$ cat src/rtl/skr_pkg.sv
package skr_pkg;

  localparam int DEPTH       = 64;
  localparam int PTR_W       = (DEPTH > 1) ? $clog2(DEPTH) : 1;
  localparam int CNT_W       = $clog2(DEPTH + 1);
  localparam int KEY_W       = 32;
  localparam int KIND_W      = 2;
  localparam int STATUS_W    = 2;
  localparam int DEPTH_OUT_W = 7;

  localparam logic [KIND_W-1:0] KIND_PUSH   = 2'd0;
  localparam logic [KIND_W-1:0] KIND_POP    = 2'd1;
  localparam logic [KIND_W-1:0] KIND_REMOVE = 2'd2;

  typedef enum logic [STATUS_W-1:0] {
    ST_OK       = 2'd0,
    ST_EMPTY    = 2'd1,
    ST_FULL     = 2'd2,
    ST_NOTFOUND = 2'd3
  } status_t;

  typedef enum logic [2:0] {
    S_IDLE,
    S_POP_RD,
    S_SRCH,
    S_SHIFT,
    S_FINISH
  } state_t;

  typedef struct packed {
    logic             we;
    logic [PTR_W-1:0] waddr;
    logic [KEY_W-1:0] wdata;
    logic [PTR_W-1:0] raddr;
  } ram_req_t;

endpackage

$ cat src/rtl/skr_if.sv
interface skr_in_if;
  logic                               valid;
  logic                               ready;
  logic        [skr_pkg::KIND_W-1:0]  kind;
  logic signed [skr_pkg::KEY_W-1:0]   key_in;

  modport source (output valid, kind, key_in, input ready);
  modport sink   (input valid, kind, key_in, output ready);
endinterface

interface skr_out_if;
  logic                                   valid;
  logic                                   ready;
  logic        [skr_pkg::STATUS_W-1:0]    status;
  logic signed [skr_pkg::KEY_W-1:0]       key_out;
  logic        [skr_pkg::DEPTH_OUT_W-1:0] depth;

  modport source (output valid, status, key_out, depth, input ready);
  modport sink   (input valid, status, key_out, depth, output ready);
endinterface

$ cat src/rtl/stack_with_key_removal.sv
// Channel  Dir  Handshake      Payload
// in_ch    in   valid/ready    kind[1:0], key_in[31:0] signed
// out_ch   out  valid/ready    status[1:0], key_out[31:0] signed, depth[6:0]
//
// Push, empty pops and removes, and unused kinds go from accept to the finish state;
// pop on a non-empty stack reads the top entry in a read state first. Remove searches
// entries from the top down, then moves each entry above the match down one slot, then
// finishes; the single read port of the entry RAM sets this pace. Finish loads the result.
// Reset clears the count and control only; entry RAM is not cleared.
// One result waits in the output register while the next item is accepted;
// a later finished result holds the block until that register frees.
module stack_with_key_removal (
  input logic       clk,
  input logic       rst_n,
  skr_in_if.sink    in_ch,
  skr_out_if.source out_ch
);
  import skr_pkg::*;

  ram_req_t         ram_req;
  logic [KEY_W-1:0] ram_rdata;

  skr_ctrl u_ctrl (
    .clk       (clk),
    .rst_n     (rst_n),
    .in_ch     (in_ch),
    .out_ch    (out_ch),
    .ram_req   (ram_req),
    .ram_rdata (ram_rdata)
  );

  skr_ram #(
    .DATA_W (KEY_W),
    .DEPTH  (DEPTH)
  ) u_ram (
    .clk   (clk),
    .we    (ram_req.we),
    .waddr (ram_req.waddr),
    .wdata (ram_req.wdata),
    .raddr (ram_req.raddr),
    .rdata (ram_rdata)
  );

endmodule

$ cat src/rtl/skr_ram.sv
module skr_ram #(
  parameter int DATA_W = 32,
  parameter int DEPTH  = 64
) (
  input  logic                                          clk,
  input  logic                                          we,
  input  logic [((DEPTH > 1) ? $clog2(DEPTH) : 1)-1:0] waddr,
  input  logic [DATA_W-1:0]                             wdata,
  input  logic [((DEPTH > 1) ? $clog2(DEPTH) : 1)-1:0] raddr,
  output logic [DATA_W-1:0]                             rdata
);

  logic [DATA_W-1:0] mem [DEPTH];
  logic [DATA_W-1:0] rdata_r;

  always_ff @(posedge clk) begin
    if (we) begin
      mem[waddr] <= wdata;
    end
    rdata_r <= mem[raddr];
  end

  assign rdata = rdata_r;

endmodule

$ cat src/rtl/skr_ctrl.sv
module skr_ctrl (
  input  logic                    clk,
  input  logic                    rst_n,
  skr_in_if.sink                  in_ch,
  skr_out_if.source               out_ch,
  output skr_pkg::ram_req_t       ram_req,
  input  logic [skr_pkg::KEY_W-1:0] ram_rdata
);
  import skr_pkg::*;

  state_t               state_r, state_nxt;
  logic [CNT_W-1:0]     cnt_r, cnt_nxt;
  logic [PTR_W-1:0]     idx_r, idx_nxt;
  logic [KEY_W-1:0]     key_r, key_nxt;
  status_t              res_status_r, res_status_nxt;
  logic [KEY_W-1:0]     res_key_r, res_key_nxt;
  logic                 out_valid_r, out_valid_nxt;
  status_t              out_status_r, out_status_nxt;
  logic [KEY_W-1:0]     out_key_r, out_key_nxt;
  logic [DEPTH_OUT_W-1:0] out_depth_r, out_depth_nxt;

  logic             in_acc;
  logic             out_free;
  logic             hit;
  logic             at_top;
  logic             more;
  logic [PTR_W-1:0] top_idx;

  assign in_acc   = in_ch.valid && in_ch.ready;
  assign out_free = !out_valid_r || out_ch.ready;
  assign hit      = (ram_rdata == key_r);
  assign top_idx  = PTR_W'(cnt_r - CNT_W'(1));
  assign at_top   = (idx_r == top_idx);
  // another entry above the next write slot
  assign more     = ((CNT_W+1)'(idx_r) + (CNT_W+1)'(2)) < (CNT_W+1)'(cnt_r);

  always_comb begin
    state_nxt = state_r;
    case (state_r)
      S_IDLE: begin
        if (in_acc) begin
          if (in_ch.kind == KIND_POP && cnt_r != '0) begin
            state_nxt = S_POP_RD;
          end else if (in_ch.kind == KIND_REMOVE && cnt_r != '0) begin
            state_nxt = S_SRCH;
          end else begin
            state_nxt = S_FINISH;
          end
        end
      end
      S_POP_RD: state_nxt = S_FINISH;
      S_SRCH: begin
        if (hit) begin
          state_nxt = at_top ? S_FINISH : S_SHIFT;
        end else if (idx_r == '0) begin
          state_nxt = S_FINISH;
        end
      end
      S_SHIFT: begin
        if (!more) begin
          state_nxt = S_FINISH;
        end
      end
      S_FINISH: begin
        if (out_free) begin
          state_nxt = S_IDLE;
        end
      end
      default: state_nxt = S_IDLE;
    endcase
  end

  always_comb begin
    cnt_nxt        = cnt_r;
    idx_nxt        = idx_r;
    key_nxt        = key_r;
    res_status_nxt = res_status_r;
    res_key_nxt    = res_key_r;
    out_valid_nxt  = out_valid_r && !out_ch.ready;
    out_status_nxt = out_status_r;
    out_key_nxt    = out_key_r;
    out_depth_nxt  = out_depth_r;
    ram_req.we     = 1'b0;
    ram_req.waddr  = idx_r;
    ram_req.wdata  = ram_rdata;
    ram_req.raddr  = idx_r;
    in_ch.ready    = (state_r == S_IDLE);

    case (state_r)
      S_IDLE: begin
        if (in_acc) begin
          key_nxt        = in_ch.key_in;
          res_key_nxt    = '0;
          res_status_nxt = ST_OK;
          case (in_ch.kind)
            KIND_PUSH: begin
              if (cnt_r == CNT_W'(DEPTH)) begin
                res_status_nxt = ST_FULL;
              end else begin
                ram_req.we    = 1'b1;
                ram_req.waddr = PTR_W'(cnt_r);
                ram_req.wdata = in_ch.key_in;
                cnt_nxt       = cnt_r + CNT_W'(1);
              end
            end
            KIND_POP: begin
              if (cnt_r == '0) begin
                res_status_nxt = ST_EMPTY;
              end else begin
                ram_req.raddr = top_idx;
                cnt_nxt       = cnt_r - CNT_W'(1);
              end
            end
            KIND_REMOVE: begin
              if (cnt_r == '0) begin
                res_status_nxt = ST_EMPTY;
              end else begin
                ram_req.raddr = top_idx;
                idx_nxt       = top_idx;
              end
            end
            default: res_status_nxt = ST_OK;
          endcase
        end
      end
      S_POP_RD: res_key_nxt = ram_rdata;
      S_SRCH: begin
        if (hit) begin
          if (at_top) begin
            cnt_nxt = cnt_r - CNT_W'(1);
          end else begin
            ram_req.raddr = idx_r + PTR_W'(1);
          end
        end else if (idx_r == '0) begin
          res_status_nxt = ST_NOTFOUND;
        end else begin
          idx_nxt       = idx_r - PTR_W'(1);
          ram_req.raddr = idx_r - PTR_W'(1);
        end
      end
      S_SHIFT: begin
        ram_req.we    = 1'b1;
        ram_req.waddr = idx_r;
        ram_req.wdata = ram_rdata;
        ram_req.raddr = idx_r + PTR_W'(2);
        idx_nxt       = idx_r + PTR_W'(1);
        if (!more) begin
          cnt_nxt = cnt_r - CNT_W'(1);
        end
      end
      S_FINISH: begin
        if (out_free) begin
          out_valid_nxt  = 1'b1;
          out_status_nxt = res_status_r;
          out_key_nxt    = res_key_r;
          out_depth_nxt  = DEPTH_OUT_W'(cnt_r);
        end
      end
      default: ;
    endcase
  end

  always_ff @(posedge clk) begin
    if (!rst_n) begin
      state_r     <= S_IDLE;
      cnt_r       <= '0;
      out_valid_r <= 1'b0;
    end else begin
      state_r     <= state_nxt;
      cnt_r       <= cnt_nxt;
      out_valid_r <= out_valid_nxt;
    end
    idx_r        <= idx_nxt;
    key_r        <= key_nxt;
    res_status_r <= res_status_nxt;
    res_key_r    <= res_key_nxt;
    out_status_r <= out_status_nxt;
    out_key_r    <= out_key_nxt;
    out_depth_r  <= out_depth_nxt;
  end

  assign out_ch.valid   = out_valid_r;
  assign out_ch.status  = out_status_r;
  assign out_ch.key_out = out_key_r;
  assign out_ch.depth   = out_depth_r;

  a_cnt_bound: assert property (@(posedge clk) disable iff (!rst_n)
    cnt_r <= CNT_W'(DEPTH))
    else $error("count above capacity");

  a_we_state: assert property (@(posedge clk) disable iff (!rst_n)
    ram_req.we |-> (state_r == S_IDLE || state_r == S_SHIFT))
    else $error("entry write outside push or shift");

  a_pop_cnt: assert property (@(posedge clk) disable iff (!rst_n)
    (in_acc && in_ch.kind == KIND_POP && cnt_r != '0)
      |=> cnt_r == $past(cnt_r) - CNT_W'(1))
    else $error("pop did not lower count");

  a_shift_addr: assert property (@(posedge clk) disable iff (!rst_n)
    (state_r == S_SHIFT) |-> ((CNT_W+1)'(idx_r) + (CNT_W+1)'(1)) < (CNT_W+1)'(cnt_r))
    else $error("shift beyond top");

endmodule
$ cat src/flat_wrapper.sv
// flat-port wrapper written by rule: the top's interface ports become plain ports
module stack_with_key_removal_flat import skr_pkg::*;
  (clk, rst_n, in_ch_valid, in_ch_kind, in_ch_key_in, in_ch_ready, out_ch_valid, out_ch_status, out_ch_key_out, out_ch_depth, out_ch_ready);
  skr_in_if in_ch_i ();
  skr_out_if out_ch_i ();
  input logic clk;
  input logic rst_n;
  input wire logic [$bits(in_ch_i.valid)-1:0] in_ch_valid;
  input wire logic [$bits(in_ch_i.kind)-1:0] in_ch_kind;
  input wire logic [$bits(in_ch_i.key_in)-1:0] in_ch_key_in;
  output wire logic [$bits(in_ch_i.ready)-1:0] in_ch_ready;
  output wire logic [$bits(out_ch_i.valid)-1:0] out_ch_valid;
  output wire logic [$bits(out_ch_i.status)-1:0] out_ch_status;
  output wire logic [$bits(out_ch_i.key_out)-1:0] out_ch_key_out;
  output wire logic [$bits(out_ch_i.depth)-1:0] out_ch_depth;
  input wire logic [$bits(out_ch_i.ready)-1:0] out_ch_ready;
  assign in_ch_i.valid = in_ch_valid;
  assign in_ch_i.kind = in_ch_kind;
  assign in_ch_i.key_in = in_ch_key_in;
  assign in_ch_ready = in_ch_i.ready;
  assign out_ch_valid = out_ch_i.valid;
  assign out_ch_status = out_ch_i.status;
  assign out_ch_key_out = out_ch_i.key_out;
  assign out_ch_depth = out_ch_i.depth;
  assign out_ch_i.ready = out_ch_ready;
  stack_with_key_removal u_core (.clk(clk), .rst_n(rst_n), .in_ch(in_ch_i), .out_ch(out_ch_i));
endmodule
$ cat config.mk
export PLATFORM = sky130hd
export DESIGN_NAME = stack_with_key_removal_flat
export DESIGN_NICKNAME = d
export VERILOG_FILES = /design/src/rtl/skr_pkg.sv /design/src/rtl/skr_if.sv /design/src/rtl/stack_with_key_removal.sv /design/src/rtl/skr_ram.sv /design/src/rtl/skr_ctrl.sv /design/src/flat_wrapper.sv
export SDC_FILE = /design/constraint.sdc
export NUM_CORES = 2
export LEC_CHECK = 0
export ABC_AREA = 1
export ABC_CLOCK_PERIOD_IN_PS = 9000
export BUFFER_PORTS_ARGS = -buffer_cell sky130_fd_sc_hd__buf_4
export CAP_MARGIN = 20
export CORE_ASPECT_RATIO = 0.6
export CORE_UTILIZATION = 50
export DETAILED_ROUTE_END_ITERATION = 10
export GPL_ROUTABILITY_DRIVEN = 0
export HOLD_SLACK_MARGIN = 0.06
export PLACE_DENSITY = 0.75
export SLEW_MARGIN = 40
export SYNTH_ARGS = -nofsm -noshare
export SYNTH_HDL_FRONTEND = slang
export SYNTH_HIERARCHICAL = 1
export SYNTH_SLANG_ARGS = --single-unit
$ cat constraint.sdc
create_clock -name clk -period 9 [get_ports clk]
set_input_delay 1.8 -clock clk [delete_from_list [all_inputs] [get_ports clk]]
set_output_delay 1.8 -clock clk [all_outputs]
set_load 0.005 [all_outputs]
==> impl_metrics.py <==
metrics = {
    "die": {
        "die_w_microns": 548.1,
        "rows": 119,
        "core-area_sq_um": 176600,
        "io_pins": 81,
        "die_h_microns": 329.7,
        "dieArea_sq_um": 180700,
        "start_util": 0.5067,
    },
    "placed_design": {
        "port_buffers": 80,
        "dp_hpwl_mm": 148.1,
    },
    "synth": {
        "synth_edf_count": 2161,
        "yosys.area_share.simple": 0.2216,
        "async_flop_share": 0,
        "syn_inst": 7529,
        "syn_area_per_cell_sq_um": 11.88,
        "yosys.area_share.adder": 0.002517,
        "synth_cell_types": 38,
        "synth_most_common_cell": "nand2_1",
        "synth_top_area_share": 0.7253,
        "synth_top_family_by_area": "simple AND/OR/NAND/NOR gates",
        "synth_ff_type": "edfxtp_1",
        "synth.area.top_cells": "edfxtp_1 73%, nand3_1 11%, nand2_1 10%",
        "yosys.area.top_type": "edfxtp_1",
        "synth-compound-area-share": 0.006293,
        "syn-cell-area_sq_um": 89470,
        "ys_warn_count": 6,
        "ys_seq_area_frac": 0.7349,
        "synthMuxAreaShare": 0,
        "synthTopCellsByCount": "2424 x nand2_1, 2161 x edfxtp_1, 1937 x nand3_1",
        "synthXorXnorAreaFrac": 0.003328,
        "ys_seq_elements": 2204,
        "syn-num-nets": 7585,
    },
    "routing": {
        "avgRoutedWirePerCell_microns": 26.52,
        "drt_pre_antenna_iters": 8,
        "wirelength_mm": 266.3,
        "postRouteAntennaNets": 0,
        "vias": 62160,
        "drt_iter0_markers": 11450,
        "viasPerCell": 6.191,
        "drc": 0,
    },
    "global_routing": {
        "use_met1": 0.4077,
        "grt_max_degree": 181,
        "grt_busiest_layer": "met1",
        "grt-ovfl-total": 0,
        "antenna_found_initial": 17,
        "grt_pass1_vias": 58600,
        "track_usage": 0.2902,
        "met3_usage": 0.1234,
        "grt_pass1_wl_mm": 385.2,
        "grt_use_met2": 0.4017,
    },
    "clocking": {
        "cts_buffers": 186,
        "root_buffer": "clkbuf_16",
        "clk_pin_slew_worst_paths_ns": 0.07,
        "clkSinkCount": 2204,
        "post_cts_resized": 0,
        "htree_levels": 4,
        "cts_setup_buffers": 0,
        "cts.hold.buffers_added": 0,
        "clk_path_buf_depth": 4,
        "cts_tree": "done",
        "clk_latency_ns": 0.84,
    },
    "setup_path": {
        "worst_ep_required_time_ns": 9.76,
        "worstSetupPathType": "flip-flop to flip-flop",
        "crit_path_start_kind": "flip-flop",
        "cp-end-kind": "flip-flop",
        "reg2reg_slack_ns": 2.53,
        "worstPathMaxFanout": 163,
        "r2r-end": "u_core/u_ram/rdata[29]$_DFF_P_",
        "cp_data_arrival_time_ns": 7.23,
        "r2r_cells": 23,
        "worstReg2RegStart": "u_core/u_ram/rdata[11]$_DFF_P_",
    },
    "cells_and_area": {
        "fin_nets": 7587,
        "syn2layout_area_growth_pct": 11.50,
        "drive_gt1_frac": 0.08911,
        "utilization": 0.5649,
    },
    "hold_path": {
        "holdPathEnd": "u_core/u_ctrl/out_ch.key_out[15]$_DFFE_PP_",
        "hp-start": "u_core/u_ctrl/res_key_r[15]$_SDFFCE_PN0P_",
        "whs_path_depth": 0,
        "min_path_type": "flip-flop to flip-flop",
    },
    "timing": {
        "rsz0062_at_grt": "false",
        "setup_tns_ns": 0,
        "final_hold_viol_count": 0,
        "fin_crit_ns": 6.468,
        "tightest_slew_ns": 0.9620,
        "max_freq_mhz": 154.6,
        "drv_slew": 0,
        "setup_viol": 0,
        "slew-limit-headroom": 0.3587,
        "finClkSkew_ns": 0.06142,
        "final.period_utilization": 0.7187,
    },
    "outcome": {
        "status": "finished clean",
    },
    "job": {
        "max_cap_violations": 0,
    },
}
## state kept, by name, summed over array words and instances (netlist names)
signal                        flops
u_core/u_ctrl/idx_r               6
u_core/u_ctrl/out_ch.depth        7
u_core/u_ctrl/out_ch.key_out     32
u_core/u_ram/mem               2048
u_core/u_ctrl/res_key_r          32
u_core/u_ctrl/out_ch.valid        1
u_core/u_ctrl/state_r             3
u_core/u_ctrl/out_ch.status       2
u_core/u_ram/rdata               32
u_core/u_ctrl/key_r              32
u_core/u_ctrl/res_status_r        2
u_core/u_ctrl/cnt_r               7
## worst max path at each step
| stage | endpoint | depth (start not counted) | start |
|---|---|---|---|
| after floorplan | u_core/u_ram/mem[48][0]$_DFFE_PP_ | 9 | in_ch_valid |
| final | u_core/u_ram/rdata[29]$_DFF_P_ | 23 | u_core/u_ram/rdata[11]$_DFF_P_ |
| after global placement | u_core/u_ram/rdata[29]$_DFF_P_ | 19 | in_ch_valid |
| after global routing | u_core/u_ram/rdata[29]$_DFF_P_ | 23 | u_core/u_ram/rdata[11]$_DFF_P_ |
| after detailed placement | u_core/u_ram/rdata[29]$_DFF_P_ | 20 | in_ch_valid |
| after CTS | u_core/u_ram/rdata[29]$_DFF_P_ | 23 | u_core/u_ram/rdata[11]$_DFF_P_ |
## per-layer routing
layer / up-vias / part of all wire
met5: - / 0.00084
met2: 5096 / 0.41
met3: 650 / 0.19
li1: 26590 / -
met4: 14 / 0.039
met1: 29810 / 0.36
## placed cells by master (no fill, tap or decap), types with 6 or more instances in the layout
| master | instances |
|---|---|
| clkbuf_16 | 191 |
| nand3_1 | 1932 |
| nor4_2 | 8 |
| buf_8 | 12 |
| clkbuf_8 | 10 |
| buf_4 | 226 |
| xnor2_1 | 20 |
| nor2_4 | 63 |
| clkbuf_1 | 40 |
| o211ai_1 | 8 |
| buf_6 | 10 |
| clkinv_2 | 29 |
| a21oi_1 | 17 |
| inv_6 | 6 |
| buf_12 | 26 |
| a21oi_4 | 34 |
| nand2_1 | 2424 |
| inv_2 | 10 |
| nor2_1 | 121 |
| ha_1 | 18 |
| o21ai_0 | 23 |
| edfxtp_1 | 2161 |
| nand4_1 | 20 |
| buf_16 | 9 |
| bufinv_16 | 19 |
| clkinv_1 | 36 |
| xor2_1 | 14 |
| dfxtp_1 | 43 |
| inv_1 | 98 |
## per-stage QoR
step | area [sq um] | setup slack (ns) | instances | hold WS [ns]
3_5_place_dp | 93610 | 2.414 | 9697 | 0.4045
4_1_cts | 99600 | 2.963 | 10030 | 0.4042
5_1_grt | 99750 | 2.281 | 10040 | 0.4182
2_1_floorplan | 89470 | 1.846 | 7529 | 0.4003
3_3_place_gp | 93120 | 2.208 | 9671 | 0.4068
6_report | 99760 | 2.532 | 10040 | 0.4096
## worst max-delay path: stages (launching register included)
cell and delay [ns]:
dfxtp_1 0.78, inv_1 0.24, nand2_1 0.12, nand2_1 0.07
nor2_1 0.12, nand2_1 0.07, nor2_1 0.08, nand2_1 0.12
nor2_1 0.54, nand2_1 0.25, nand3_1 0.14, nand3_1 0.14
a21oi_4 0.43, buf_8 0.27, buf_12 0.55, buf_4 0.71
nand2_1 0.12, nand3_1 0.12, nand3_1 0.08, nand3_1 0.13
nand3_1 0.56, nand2_1 0.24, nand2_1 0.18, nand2_1 0.14
## cell type report
type,count,area (sq um)
clock buffer,241,5067
tap,2359,2952
fill,13670,76820
timing repair buffer,283,2758
antenna,5,12.51
multi-input combinational,4740,21820
clock inverter,92,925.9
inverter,116,476.7
sequential,2204,65750
## kinds of logic (layout without fill, tap and decap cells)
kind of cell | count (synthesis) | count (layout)
xor gates and xnor gates | 34 | 34
AOI/OAI and AO/OA | 101 | 101
other | 0 | 5
buffers and inverters | 585 | 732
and+or+nand+nor | 4587 | 4587
DFF | 2204 | 2204
adders and majority gates | 18 | 18
Power is not shown: default switching activity piles up to over one toggle a cycle in this logic, so the estimate is an artifact.
